===== src/dsched_pkg.sv =====
// Shared types, constants and helpers for the disk request scheduler.
// No dependencies; every other file imports this package.
package dsched_pkg;

  localparam int MAX_REQUESTS_DEF = 32;
  localparam int CYL_W            = 16;
  localparam int MOVE_W           = 22;
  localparam int POLICY_W         = 3;
  localparam int CC_W             = 17;
  localparam int CFG_W            = 17;
  localparam int CFG_IDX_W        = 2;

  localparam logic [CFG_IDX_W-1:0] CFG_POLICY   = 2'd0;
  localparam logic [CFG_IDX_W-1:0] CFG_START    = 2'd1;
  localparam logic [CFG_IDX_W-1:0] CFG_CYLCOUNT = 2'd2;

  localparam logic [POLICY_W-1:0] POL_FCFS  = 3'd0;
  localparam logic [POLICY_W-1:0] POL_SSTF  = 3'd1;
  localparam logic [POLICY_W-1:0] POL_SCAN  = 3'd2;
  localparam logic [POLICY_W-1:0] POL_CSCAN = 3'd3;
  localparam logic [POLICY_W-1:0] POL_LOOK  = 3'd4;
  localparam logic [POLICY_W-1:0] POL_CLOOK = 3'd5;

  localparam logic [CC_W-1:0] CYLCOUNT_RESET = 17'h10000;

  typedef enum logic [1:0] {
    CELL_HOLD,
    CELL_INSERT,
    CELL_SHIFT
  } cell_op_t;

  typedef struct packed {
    logic             valid;
    logic             gt;
    logic [CYL_W-1:0] value;
  } cell_link_t;

  typedef enum logic [3:0] {
    ST_LOAD,
    ST_INS,
    ST_DUMP,
    ST_PLAN,
    ST_FETCH,
    ST_EMIT,
    ST_SS_FIRST,
    ST_SS_STEP,
    ST_SS_WAIT
  } state_t;

  typedef enum logic [2:0] {
    LEG_FCFS_START,
    LEG_FCFS,
    LEG_DOWN,
    LEG_ZERO,
    LEG_UP,
    LEG_TOP,
    LEG_DNTOP
  } leg_t;

  function automatic logic [CYL_W-1:0] absdiff(input logic [CYL_W-1:0] a,
                                               input logic [CYL_W-1:0] b);
    absdiff = (a > b) ? (a - b) : (b - a);
  endfunction

endpackage


===== src/dsched_ifs.sv =====
// Valid/ready channel interfaces for request input and visit output.
// Depends on dsched_pkg for field widths.
interface dsched_in_if;
  import dsched_pkg::*;
  logic             valid;
  logic             ready;
  logic [CYL_W-1:0] cylinder;
  logic             batch_end;
  modport source (output valid, cylinder, batch_end, input ready);
  modport sink   (input valid, cylinder, batch_end, output ready);
endinterface

interface dsched_out_if;
  import dsched_pkg::*;
  logic              valid;
  logic              ready;
  logic [CYL_W-1:0]  visit_position;
  logic [MOVE_W-1:0] total_movement;
  logic              final_item;
  modport source (output valid, visit_position, total_movement, final_item, input ready);
  modport sink   (input valid, visit_position, total_movement, final_item, output ready);
endinterface


===== src/dsched_cell.sv =====
// One slot of the sorted insertion chain: holds a cylinder and a valid bit.
// Depends on dsched_pkg (cell_op_t, cell_link_t).
module dsched_cell (
  input  logic                         clk,
  input  logic                         rst_n,
  input  dsched_pkg::cell_op_t         op,
  input  logic [dsched_pkg::CYL_W-1:0] ins_val,
  input  dsched_pkg::cell_link_t       left,
  input  dsched_pkg::cell_link_t       right,
  output dsched_pkg::cell_link_t       self
);
  import dsched_pkg::*;

  logic [CYL_W-1:0] value_r, value_nxt;
  logic             valid_r, valid_nxt;
  logic             gt;

  assign gt = valid_r && (value_r > ins_val);
  assign self = '{valid: valid_r, gt: gt, value: value_r};

  always_comb begin
    value_nxt = value_r;
    valid_nxt = valid_r;
    case (op)
      CELL_INSERT: begin
        // entries above the new value move one slot right
        if (left.gt) begin
          value_nxt = left.value;
          valid_nxt = 1'b1;
        end else if (gt || (!valid_r && left.valid)) begin
          value_nxt = ins_val;
          valid_nxt = 1'b1;
        end
      end
      CELL_SHIFT: begin
        value_nxt = right.value;
        valid_nxt = right.valid;
      end
      default: ;
    endcase
  end

  always_ff @(posedge clk) begin
    if (!rst_n) valid_r <= 1'b0;
    else        valid_r <= valid_nxt;
    value_r <= value_nxt;
  end

endmodule


===== src/disk_request_scheduler_top.sv =====
// Disk request scheduler top level: insertion chain, stores and visit sequencer.
// Depends on dsched_pkg, dsched_ifs (channel interfaces) and dsched_cell.
//
// Usage: requests arrive on in_ch, one transaction per cylinder; the transaction
// with batch_end set closes the batch. Requests beyond MAX_REQUESTS are dropped.
// Each request enters the sorted chain in the cycle it is accepted, so loading
// runs at one request per cycle. After the closing request the start cylinder
// is inserted and the chain is unloaded into the sorted store. Visits then
// leave on out_ch, those from the request or sorted store by its registered
// read; the last visit has final_item set and carries the total head
// movement. in_ch stays not ready until the last visit has entered the output
// register. A stalled out_ch holds the sequencer; one visit waits in the output
// register while the next is prepared. Reset clears the chain, the count and
// the output valid, and sets policy FCFS, start 0, 65536 cylinders.
// Configuration through cfg_we/cfg_index/cfg_wdata is meant for the next batch:
// the user must write it between batches; the block itself does not enforce it.
module disk_request_scheduler_top #(
  parameter int MAX_REQUESTS = dsched_pkg::MAX_REQUESTS_DEF
) (
  input  logic                             clk,
  input  logic                             rst_n,
  dsched_in_if.sink                        in_ch,
  dsched_out_if.source                     out_ch,
  input  logic                             cfg_we,
  input  logic [dsched_pkg::CFG_IDX_W-1:0] cfg_index,
  input  logic [dsched_pkg::CFG_W-1:0]     cfg_wdata
);
  import dsched_pkg::*;

  localparam int NSLOTS = MAX_REQUESTS + 1;
  localparam int AW     = (NSLOTS > 1) ? $clog2(NSLOTS) : 1;
  localparam int IW     = $clog2(MAX_REQUESTS + 2);

  // configuration
  logic [POLICY_W-1:0] policy_r;
  logic [CYL_W-1:0]    start_r;
  logic [CC_W-1:0]     cylcnt_r;
  logic [CC_W-1:0]     cc_m1;
  logic [CYL_W-1:0]    top_pos;

  always_ff @(posedge clk) begin
    if (!rst_n) begin
      policy_r <= POL_FCFS;
      start_r  <= '0;
      cylcnt_r <= CYLCOUNT_RESET;
    end else if (cfg_we) begin
      unique case (cfg_index)
        CFG_POLICY:   policy_r <= cfg_wdata[POLICY_W-1:0];
        CFG_START:    start_r  <= cfg_wdata[CYL_W-1:0];
        CFG_CYLCOUNT: cylcnt_r <= cfg_wdata[CC_W-1:0];
        default: ;
      endcase
    end
  end

  assign cc_m1   = cylcnt_r - 1'b1;
  assign top_pos = (cylcnt_r == '0) ? '0 :
                   (cylcnt_r > CYLCOUNT_RESET) ? {CYL_W{1'b1}} : cc_m1[CYL_W-1:0];

  // sorted insertion chain
  cell_link_t       link [NSLOTS];
  cell_op_t         cell_op;
  logic [CYL_W-1:0] ins_val;

  for (genvar i = 0; i < NSLOTS; i++) begin : g_cell
    cell_link_t left_l, right_l;
    if (i == 0) begin : g_first
      assign left_l = '{valid: 1'b1, gt: 1'b0, value: '0};
    end else begin : g_mid
      assign left_l = link[i-1];
    end
    if (i == NSLOTS - 1) begin : g_last
      assign right_l = '0;
    end else begin : g_inner
      assign right_l = link[i+1];
    end
    dsched_cell u_cell (
      .clk     (clk),
      .rst_n   (rst_n),
      .op      (cell_op),
      .ins_val (ins_val),
      .left    (left_l),
      .right   (right_l),
      .self    (link[i])
    );
  end

  // sequencer state
  state_t            state_r, state_nxt;
  leg_t              leg_r, leg_nxt;
  logic [IW-1:0]     count_r, count_nxt;
  logic [IW-1:0]     idx_r, idx_nxt;
  logic [IW-1:0]     p_r, p_nxt;
  logic              found_r, found_nxt;
  logic [CYL_W-1:0]  cur_r, cur_nxt;
  logic [MOVE_W-1:0] sum_r, sum_nxt;
  logic [IW-1:0]     lo_r, lo_nxt;
  logic              lo_ok_r, lo_ok_nxt;
  logic [IW-1:0]     hi_r, hi_nxt;
  logic [IW-1:0]     steps_r, steps_nxt;

  logic              out_valid_r, out_valid_nxt;
  logic [CYL_W-1:0]  out_pos_r, out_pos_nxt;
  logic [MOVE_W-1:0] out_mov_r, out_mov_nxt;
  logic              out_fin_r, out_fin_nxt;

  // stores
  logic [CYL_W-1:0] req_mem [NSLOTS];
  logic [CYL_W-1:0] smem    [NSLOTS];
  logic [CYL_W-1:0] req_rd_r, sa_rd_r, sb_rd_r;
  logic             req_we, s_we;
  logic [IW-1:0]    req_wa;
  logic [IW-1:0]    sa_addr;

  assign sa_addr = (state_r == ST_SS_FIRST || state_r == ST_SS_STEP ||
                    state_r == ST_SS_WAIT) ? lo_r : idx_r;

  always_ff @(posedge clk) begin
    if (req_we) req_mem[req_wa[AW-1:0]] <= in_ch.cylinder;
    if (s_we)   smem[idx_r[AW-1:0]]     <= link[0].value;
    req_rd_r <= req_mem[idx_r[AW-1:0]];
    sa_rd_r  <= smem[sa_addr[AW-1:0]];
    sb_rd_r  <= smem[hi_r[AW-1:0]];
  end

  logic              out_free;
  logic              accept;
  logic [CYL_W-1:0]  v;
  logic [CYL_W-1:0]  delta;
  logic              last;
  logic              p_lt_n;
  logic              hi_ok;
  logic              choose_lo;
  logic [IW-1:0]     p_plus1;

  assign out_free = !out_valid_r || out_ch.ready;
  assign accept   = in_ch.valid && in_ch.ready;
  assign p_lt_n   = p_r < count_r;
  assign p_plus1  = p_r + 1'b1;
  assign hi_ok    = hi_r <= count_r;

  always_comb begin
    state_nxt     = state_r;
    leg_nxt       = leg_r;
    count_nxt     = count_r;
    idx_nxt       = idx_r;
    p_nxt         = p_r;
    found_nxt     = found_r;
    cur_nxt       = cur_r;
    sum_nxt       = sum_r;
    lo_nxt        = lo_r;
    lo_ok_nxt     = lo_ok_r;
    hi_nxt        = hi_r;
    steps_nxt     = steps_r;
    out_valid_nxt = out_valid_r && !out_ch.ready;
    out_pos_nxt   = out_pos_r;
    out_mov_nxt   = out_mov_r;
    out_fin_nxt   = out_fin_r;
    cell_op       = CELL_HOLD;
    ins_val       = in_ch.cylinder;
    in_ch.ready   = 1'b0;
    req_we        = 1'b0;
    req_wa        = count_r + 1'b1;
    s_we          = 1'b0;
    v             = '0;
    delta         = '0;
    last          = 1'b0;
    choose_lo     = 1'b0;

    unique case (state_r)
      ST_LOAD: begin
        in_ch.ready = 1'b1;
        if (accept) begin
          if (count_r < IW'(MAX_REQUESTS)) begin
            cell_op   = CELL_INSERT;
            req_we    = 1'b1;
            count_nxt = count_r + 1'b1;
          end
          if (in_ch.batch_end) state_nxt = ST_INS;
        end
      end

      ST_INS: begin
        cell_op   = CELL_INSERT;
        ins_val   = start_r;
        idx_nxt   = '0;
        found_nxt = 1'b0;
        state_nxt = ST_DUMP;
      end

      ST_DUMP: begin
        // chain drains from cell 0 into the sorted store
        cell_op = CELL_SHIFT;
        s_we    = 1'b1;
        if (!found_r && link[0].value == start_r) begin
          p_nxt     = idx_r;
          found_nxt = 1'b1;
        end
        if (idx_r == count_r) state_nxt = ST_PLAN;
        else                  idx_nxt   = idx_r + 1'b1;
      end

      ST_PLAN: begin
        cur_nxt = start_r;
        sum_nxt = '0;
        case (policy_r)
          POL_SSTF: begin
            lo_ok_nxt = (p_r != '0);
            lo_nxt    = p_r - 1'b1;
            hi_nxt    = p_plus1;
            steps_nxt = '0;
            state_nxt = ST_SS_FIRST;
          end
          POL_SCAN, POL_CSCAN, POL_LOOK, POL_CLOOK: begin
            leg_nxt   = LEG_DOWN;
            idx_nxt   = p_r;
            state_nxt = ST_FETCH;
          end
          default: begin
            leg_nxt   = LEG_FCFS_START;
            idx_nxt   = '0;
            state_nxt = ST_FETCH;
          end
        endcase
      end

      ST_FETCH: state_nxt = ST_EMIT;

      ST_EMIT: begin
        case (leg_r)
          LEG_FCFS_START: v = start_r;
          LEG_FCFS:       v = req_rd_r;
          LEG_ZERO:       v = '0;
          LEG_TOP:        v = top_pos;
          default:        v = sa_rd_r;
        endcase
        delta = absdiff(cur_r, v);
        if (leg_r == LEG_TOP) begin
          delta = '0;
        end else if (leg_r == LEG_DNTOP) begin
          // return jumps are free; C-SCAN counts its leg as top to lowest visit
          if (policy_r == POL_CSCAN)
            delta = (idx_r == p_plus1) ? absdiff(top_pos, v) : '0;
          else if (idx_r == count_r)
            delta = '0;
        end

        case (leg_r)
          LEG_FCFS_START: begin
            last    = (count_r == '0);
            leg_nxt = LEG_FCFS;
            idx_nxt = IW'(1);
          end
          LEG_FCFS, LEG_UP: begin
            last    = (idx_r == count_r);
            idx_nxt = idx_r + 1'b1;
          end
          LEG_DOWN: begin
            if (idx_r != '0) begin
              idx_nxt = idx_r - 1'b1;
            end else if (policy_r == POL_SCAN || policy_r == POL_CSCAN) begin
              leg_nxt = LEG_ZERO;
            end else if (!p_lt_n) begin
              last = 1'b1;
            end else if (policy_r == POL_LOOK) begin
              leg_nxt = LEG_UP;
              idx_nxt = p_plus1;
            end else begin
              leg_nxt = LEG_DNTOP;
              idx_nxt = count_r;
            end
          end
          LEG_ZERO: begin
            if (!p_lt_n) begin
              last = 1'b1;
            end else if (policy_r == POL_SCAN) begin
              leg_nxt = LEG_UP;
              idx_nxt = p_plus1;
            end else begin
              leg_nxt = LEG_TOP;
            end
          end
          LEG_TOP: begin
            leg_nxt = LEG_DNTOP;
            idx_nxt = count_r;
          end
          default: begin
            last    = (idx_r == p_plus1);
            idx_nxt = idx_r - 1'b1;
          end
        endcase

        if (out_free) begin
          out_valid_nxt = 1'b1;
          out_pos_nxt   = v;
          sum_nxt       = sum_r + MOVE_W'(delta);
          out_mov_nxt   = last ? sum_nxt : '0;
          out_fin_nxt   = last;
          cur_nxt       = v;
          if (last) begin
            count_nxt = '0;
            state_nxt = ST_LOAD;
          end else begin
            state_nxt = ST_FETCH;
          end
        end else begin
          leg_nxt = leg_r;
          idx_nxt = idx_r;
        end
      end

      ST_SS_FIRST: begin
        if (out_free) begin
          last          = (count_r == '0);
          out_valid_nxt = 1'b1;
          out_pos_nxt   = start_r;
          out_mov_nxt   = '0;
          out_fin_nxt   = last;
          if (last) begin
            count_nxt = '0;
            state_nxt = ST_LOAD;
          end else begin
            state_nxt = ST_SS_STEP;
          end
        end
      end

      ST_SS_STEP: begin
        // ties go upward
        if (lo_ok_r && hi_ok)
          choose_lo = absdiff(sa_rd_r, cur_r) < absdiff(sb_rd_r, cur_r);
        else
          choose_lo = !hi_ok;
        v     = choose_lo ? sa_rd_r : sb_rd_r;
        delta = absdiff(cur_r, v);
        last  = (steps_r + 1'b1) == count_r;
        if (out_free) begin
          out_valid_nxt = 1'b1;
          out_pos_nxt   = v;
          sum_nxt       = sum_r + MOVE_W'(delta);
          out_mov_nxt   = last ? sum_nxt : '0;
          out_fin_nxt   = last;
          cur_nxt       = v;
          steps_nxt     = steps_r + 1'b1;
          if (choose_lo) begin
            lo_ok_nxt = (lo_r != '0);
            lo_nxt    = lo_r - 1'b1;
          end else begin
            hi_nxt = hi_r + 1'b1;
          end
          if (last) begin
            count_nxt = '0;
            state_nxt = ST_LOAD;
          end else begin
            state_nxt = ST_SS_WAIT;
          end
        end
      end

      ST_SS_WAIT: state_nxt = ST_SS_STEP;

      default: state_nxt = ST_LOAD;
    endcase
  end

  always_ff @(posedge clk) begin
    if (!rst_n) begin
      state_r     <= ST_LOAD;
      count_r     <= '0;
      found_r     <= 1'b0;
      out_valid_r <= 1'b0;
    end else begin
      state_r     <= state_nxt;
      count_r     <= count_nxt;
      found_r     <= found_nxt;
      out_valid_r <= out_valid_nxt;
    end
    leg_r     <= leg_nxt;
    idx_r     <= idx_nxt;
    p_r       <= p_nxt;
    cur_r     <= cur_nxt;
    sum_r     <= sum_nxt;
    lo_r      <= lo_nxt;
    lo_ok_r   <= lo_ok_nxt;
    hi_r      <= hi_nxt;
    steps_r   <= steps_nxt;
    out_pos_r <= out_pos_nxt;
    out_mov_r <= out_mov_nxt;
    out_fin_r <= out_fin_nxt;
  end

  assign out_ch.valid          = out_valid_r;
  assign out_ch.visit_position = out_pos_r;
  assign out_ch.total_movement = out_mov_r;
  assign out_ch.final_item     = out_fin_r;

endmodule


===== src/flat_wrapper.sv =====
// flat-port wrapper written by rule: the top's interface ports become plain ports
module disk_request_scheduler_top_flat import dsched_pkg::*;
#(
  parameter int MAX_REQUESTS = dsched_pkg::MAX_REQUESTS_DEF
)
  (clk, rst_n, cfg_we, cfg_index, cfg_wdata, in_ch_valid, in_ch_cylinder, in_ch_batch_end, in_ch_ready, out_ch_valid, out_ch_visit_position, out_ch_total_movement, out_ch_final_item, out_ch_ready);
  dsched_in_if in_ch_i ();
  dsched_out_if out_ch_i ();
  input  logic clk;
  input  logic rst_n;
  input  logic cfg_we;
  input  logic [dsched_pkg::CFG_IDX_W-1:0] cfg_index;
  input  logic [dsched_pkg::CFG_W-1:0] cfg_wdata;
  input wire logic [$bits(in_ch_i.valid)-1:0] in_ch_valid;
  input wire logic [$bits(in_ch_i.cylinder)-1:0] in_ch_cylinder;
  input wire logic [$bits(in_ch_i.batch_end)-1:0] in_ch_batch_end;
  output wire logic [$bits(in_ch_i.ready)-1:0] in_ch_ready;
  output wire logic [$bits(out_ch_i.valid)-1:0] out_ch_valid;
  output wire logic [$bits(out_ch_i.visit_position)-1:0] out_ch_visit_position;
  output wire logic [$bits(out_ch_i.total_movement)-1:0] out_ch_total_movement;
  output wire logic [$bits(out_ch_i.final_item)-1:0] out_ch_final_item;
  input wire logic [$bits(out_ch_i.ready)-1:0] out_ch_ready;
  assign in_ch_i.valid = in_ch_valid;
  assign in_ch_i.cylinder = in_ch_cylinder;
  assign in_ch_i.batch_end = in_ch_batch_end;
  assign in_ch_ready = in_ch_i.ready;
  assign out_ch_valid = out_ch_i.valid;
  assign out_ch_visit_position = out_ch_i.visit_position;
  assign out_ch_total_movement = out_ch_i.total_movement;
  assign out_ch_final_item = out_ch_i.final_item;
  assign out_ch_i.ready = out_ch_ready;
  disk_request_scheduler_top #(.MAX_REQUESTS(MAX_REQUESTS)) u_core (.clk(clk), .rst_n(rst_n), .in_ch(in_ch_i), .out_ch(out_ch_i), .cfg_we(cfg_we), .cfg_index(cfg_index), .cfg_wdata(cfg_wdata));
endmodule

===== config.mk =====
export PLATFORM = sky130hd
export DESIGN_NAME = disk_request_scheduler_top_flat
export DESIGN_NICKNAME = d
export VERILOG_FILES = /design/src/dsched_pkg.sv /design/src/dsched_ifs.sv /design/src/dsched_cell.sv /design/src/disk_request_scheduler_top.sv /design/src/flat_wrapper.sv
export SDC_FILE = /design/constraint.sdc
export NUM_CORES = 2
export LEC_CHECK = 0
export ABC_AREA = 1
export BUFFER_PORTS_ARGS = -buffer_cell sky130_fd_sc_hd__buf_2
export CORE_MARGIN = 2
export CORE_UTILIZATION = 45
export CTS_BUF_LIST = sky130_fd_sc_hd__clkbuf_4 sky130_fd_sc_hd__clkbuf_8 sky130_fd_sc_hd__clkbuf_16
export CTS_CLUSTER_DIAMETER = 100
export DETAILED_ROUTE_END_ITERATION = 7
export REMOVE_ABC_BUFFERS = 1
export SETUP_SLACK_MARGIN = 0.5
export SLEW_MARGIN = 20
export SYNTH_ARGS = -nofsm -noshare
export SYNTH_HDL_FRONTEND = slang
export SYNTH_HIERARCHICAL = 1
export SYNTH_SLANG_ARGS = --single-unit

===== constraint.sdc =====
create_clock -name clk -period 21.8 [get_ports clk]
set_input_delay 5.45 -clock clk [delete_from_list [all_inputs] [get_ports clk]]
set_output_delay 5.45 -clock clk [all_outputs]
set_load 0.02 [all_outputs]

==> flow_summary.ini <==
[run]
max-cap-violations = 0

[sta]
worstMarginPinSlew_ns = 1.16
min_period_ns = 10.29
finClkSkew_ns = 0.0947
fin_tns_setup_ns = 0
drv_slew = 0
fmaxAchievable_ghz = 0.0972
finalHoldViolations = 0
timing.slew.headroom_pct = 22.3
setup_viol_count_final = 0
fin_crit_sh_pct = 47.2
whs_ns = 0.463
rsz0062_at_grt = false

[die]
pin_count = 82
fp.dieH_um = 507
core_region_area_um2 = 251000
die_x_um = 507
fp-row-count = 184
start_util_pct = 45.2
dieArea_um2 = 257000

[drt]
drt_wl_total_um = 388000
drcViolationCount = 0
antenna_left = 0
drt-vias-per-instance = 5.74
firstDrtPassIters = 8
wire_per_inst_um = 23.2
drtIter0Drc = 9861
vias = 96000

[power]
powerDensity_nw_per_um2 = 82.3
leakage_nw = 52.9
power_w = 0.0102
vdd_drop_max_mv = 0.0817

[grt]
grt_pass1_wl_um = 575000
grtUsageTotal_pct = 29.3
grt_max_degree = 117
grt_remaining_overflow = 0
antenna_found_initial = 12
grt_pass1_vias = 93300

[critical_path]
ff2ff_path_depth = 49
cp-start-kind = flop
crit_buf_inv = 5
critPathMaxFanout = 19
crit_type = flop to flop
end_kind = flop
r2r-start = u_core/cur_r[1]
path_delay_family = simple AND/OR/NAND/NOR gates
crit_path_frequent_cell = nand2_1
slowest_stage = nand2_1
rr_endpoint = u_core/sum_r[20]
crit_arrival_ns = 10.86
cp.depth = 49
required_ns = 22.37
max_stage_delay_ns = 0.81
rrSetupSlack_ns = 11.51
endpoint = u_core/sum_r[20]
critPathLaunch = u_core/cur_r[1]

[cts]
clk_pin_slew_ns = 0.06
clock-sinks = 1824
clock_path_buffers = 3
postCtsResizedCells = 0
cts_tree = done
numCtsBuffers = 202
cts-root-buf = clkbuf_16
postCtsHoldBufs = 0
cts_max_level = 4
clk_latency_ns = 0.91
post_cts_buffers = 0

[yosys]
netlist_area_um2 = 114000
yosys_warnings = 6
syn_inst = 13300
syn_avg_cell_area_um2 = 8.55

[place]
placedCellCount = 16300
dp_hpwl_um = 265000
portBuffers = 81
gp_congestion = 1.01

[final_layout]
fill_cells = 23500
syn_to_final_growth_pct = 9.00
fin_nets = 14000
layout.cells.non_filler = 16700
drive_gt1_share_pct = 7.33

[outcome]
outcome = finished, final reports clean

[min_path]
hp-class = flop to flop
flip-flops by register name, summed over array words and instances, names as in the netlist, 17 cells and up:
name and flops:
u_core/g_cell.u_cell/value_r 528, u_core/req_mem 528, u_core/smem 528, u_core/g_cell.u_cell/valid_r 33, u_core/out_ch.total_movement 22, u_core/sum_r 22
u_core/cylcnt_r 17
where the power goes:
| part | total (W) | switching, W | internal [W] | leakage [nW] |
|---|---|---|---|---|
| combinational | 0.00238 | 0.00161 | 0.000762 | 33.1 |
| clock | 0.00351 | 0.00149 | 0.00201 | 3.42 |
| sequential | 0.00432 | 0.000194 | 0.00413 | 16.4 |
worst min-delay path by stage:
stage / cells after the start / end / start
global placement: 2 / u_core/sb_rd_r[9] / u_core/smem[32][9]
global route: 2 / u_core/req_rd_r[11] / u_core/req_mem[32][11]
floorplan: 2 / u_core/req_rd_r[11] / u_core/req_mem[32][11]
finish: 2 / u_core/req_rd_r[11] / u_core/req_mem[32][11]
CTS: 2 / u_core/req_rd_r[11] / u_core/req_mem[32][11]
detailed placement: 2 / u_core/sa_rd_r[8] / u_core/smem[32][8]
final cells by class:
cell class | count | area (um2) | share of cell area [%]
Sequential cell | 1824 | 53500 | 43.1
Multi-Input combinational cell | 8973 | 50400 | 40.6
Inverter | 1928 | 7240 | 5.84
Clock buffer | 276 | 5690 | 4.59
Tap cell | 3348 | 4190 | 3.38
Timing Repair Buffer | 265 | 1820 | 1.47
Clock inverter | 105 | 1180 | 0.955
Antenna cell | 5 | 12.5 | 0.0101
layout by cell type, fill, tap and decap left out, types with 38 or more instances in the layout:
cell / count
xor2_1: 121
conb_1: 39
inv_2: 150
nand4_1: 148
dfxtp_1: 129
nand3_1: 926
buf_4: 183
a21oi_1: 691
a21o_1: 52
buf_2: 80
o21a_1: 466
nand2_1: 3459
a22oi_1: 86
nand2_2: 55
inv_1: 1766
a221oi_1: 68
nor2_2: 92
clkbuf_16: 205
nor2_1: 604
clkbuf_4: 67
ha_1: 756
o211ai_1: 485
clkinv_1: 43
o21ai_0: 568
o22ai_1: 38
edfxtp_1: 1695
a31oi_1: 71
stage by stage:
stage	cell area, um2	setup WS (ns)	util [%]
after floorplan	111000	7.02	-
after global placement	117000	11.73	46.5
after global routing	124000	10.69	49.3
after CTS	124000	11.65	49.3
after detailed placement	117000	11.56	46.6
final	124000	11.51	49.3
layer usage:
metal | vias to the layer above | routed length, um | share of wire [%] | GRT usage [%]
met5 | - | 13 | 0.0033 | 0
met2 | 4210 | 179000 | 46 | 47.8
met3 | 913 | 31000 | 8.0 | 4.80
met1 | 46100 | 156000 | 40 | 37.6
met4 | 2 | 21200 | 5.5 | 14.8
li1 | 44800 | - | - | -
worst reg2reg max path: cells and delay by family (launching register included):
kind / cells / cell delay, ns
flops: 1 / 0.75
compound gates: 6 / 1.30
simple gates: 33 / 5.15
buf+inv: 5 / 0.98
fa+ha+maj: 5 / 1.82
No activity file was read; power rests on OpenSTA's default activity.
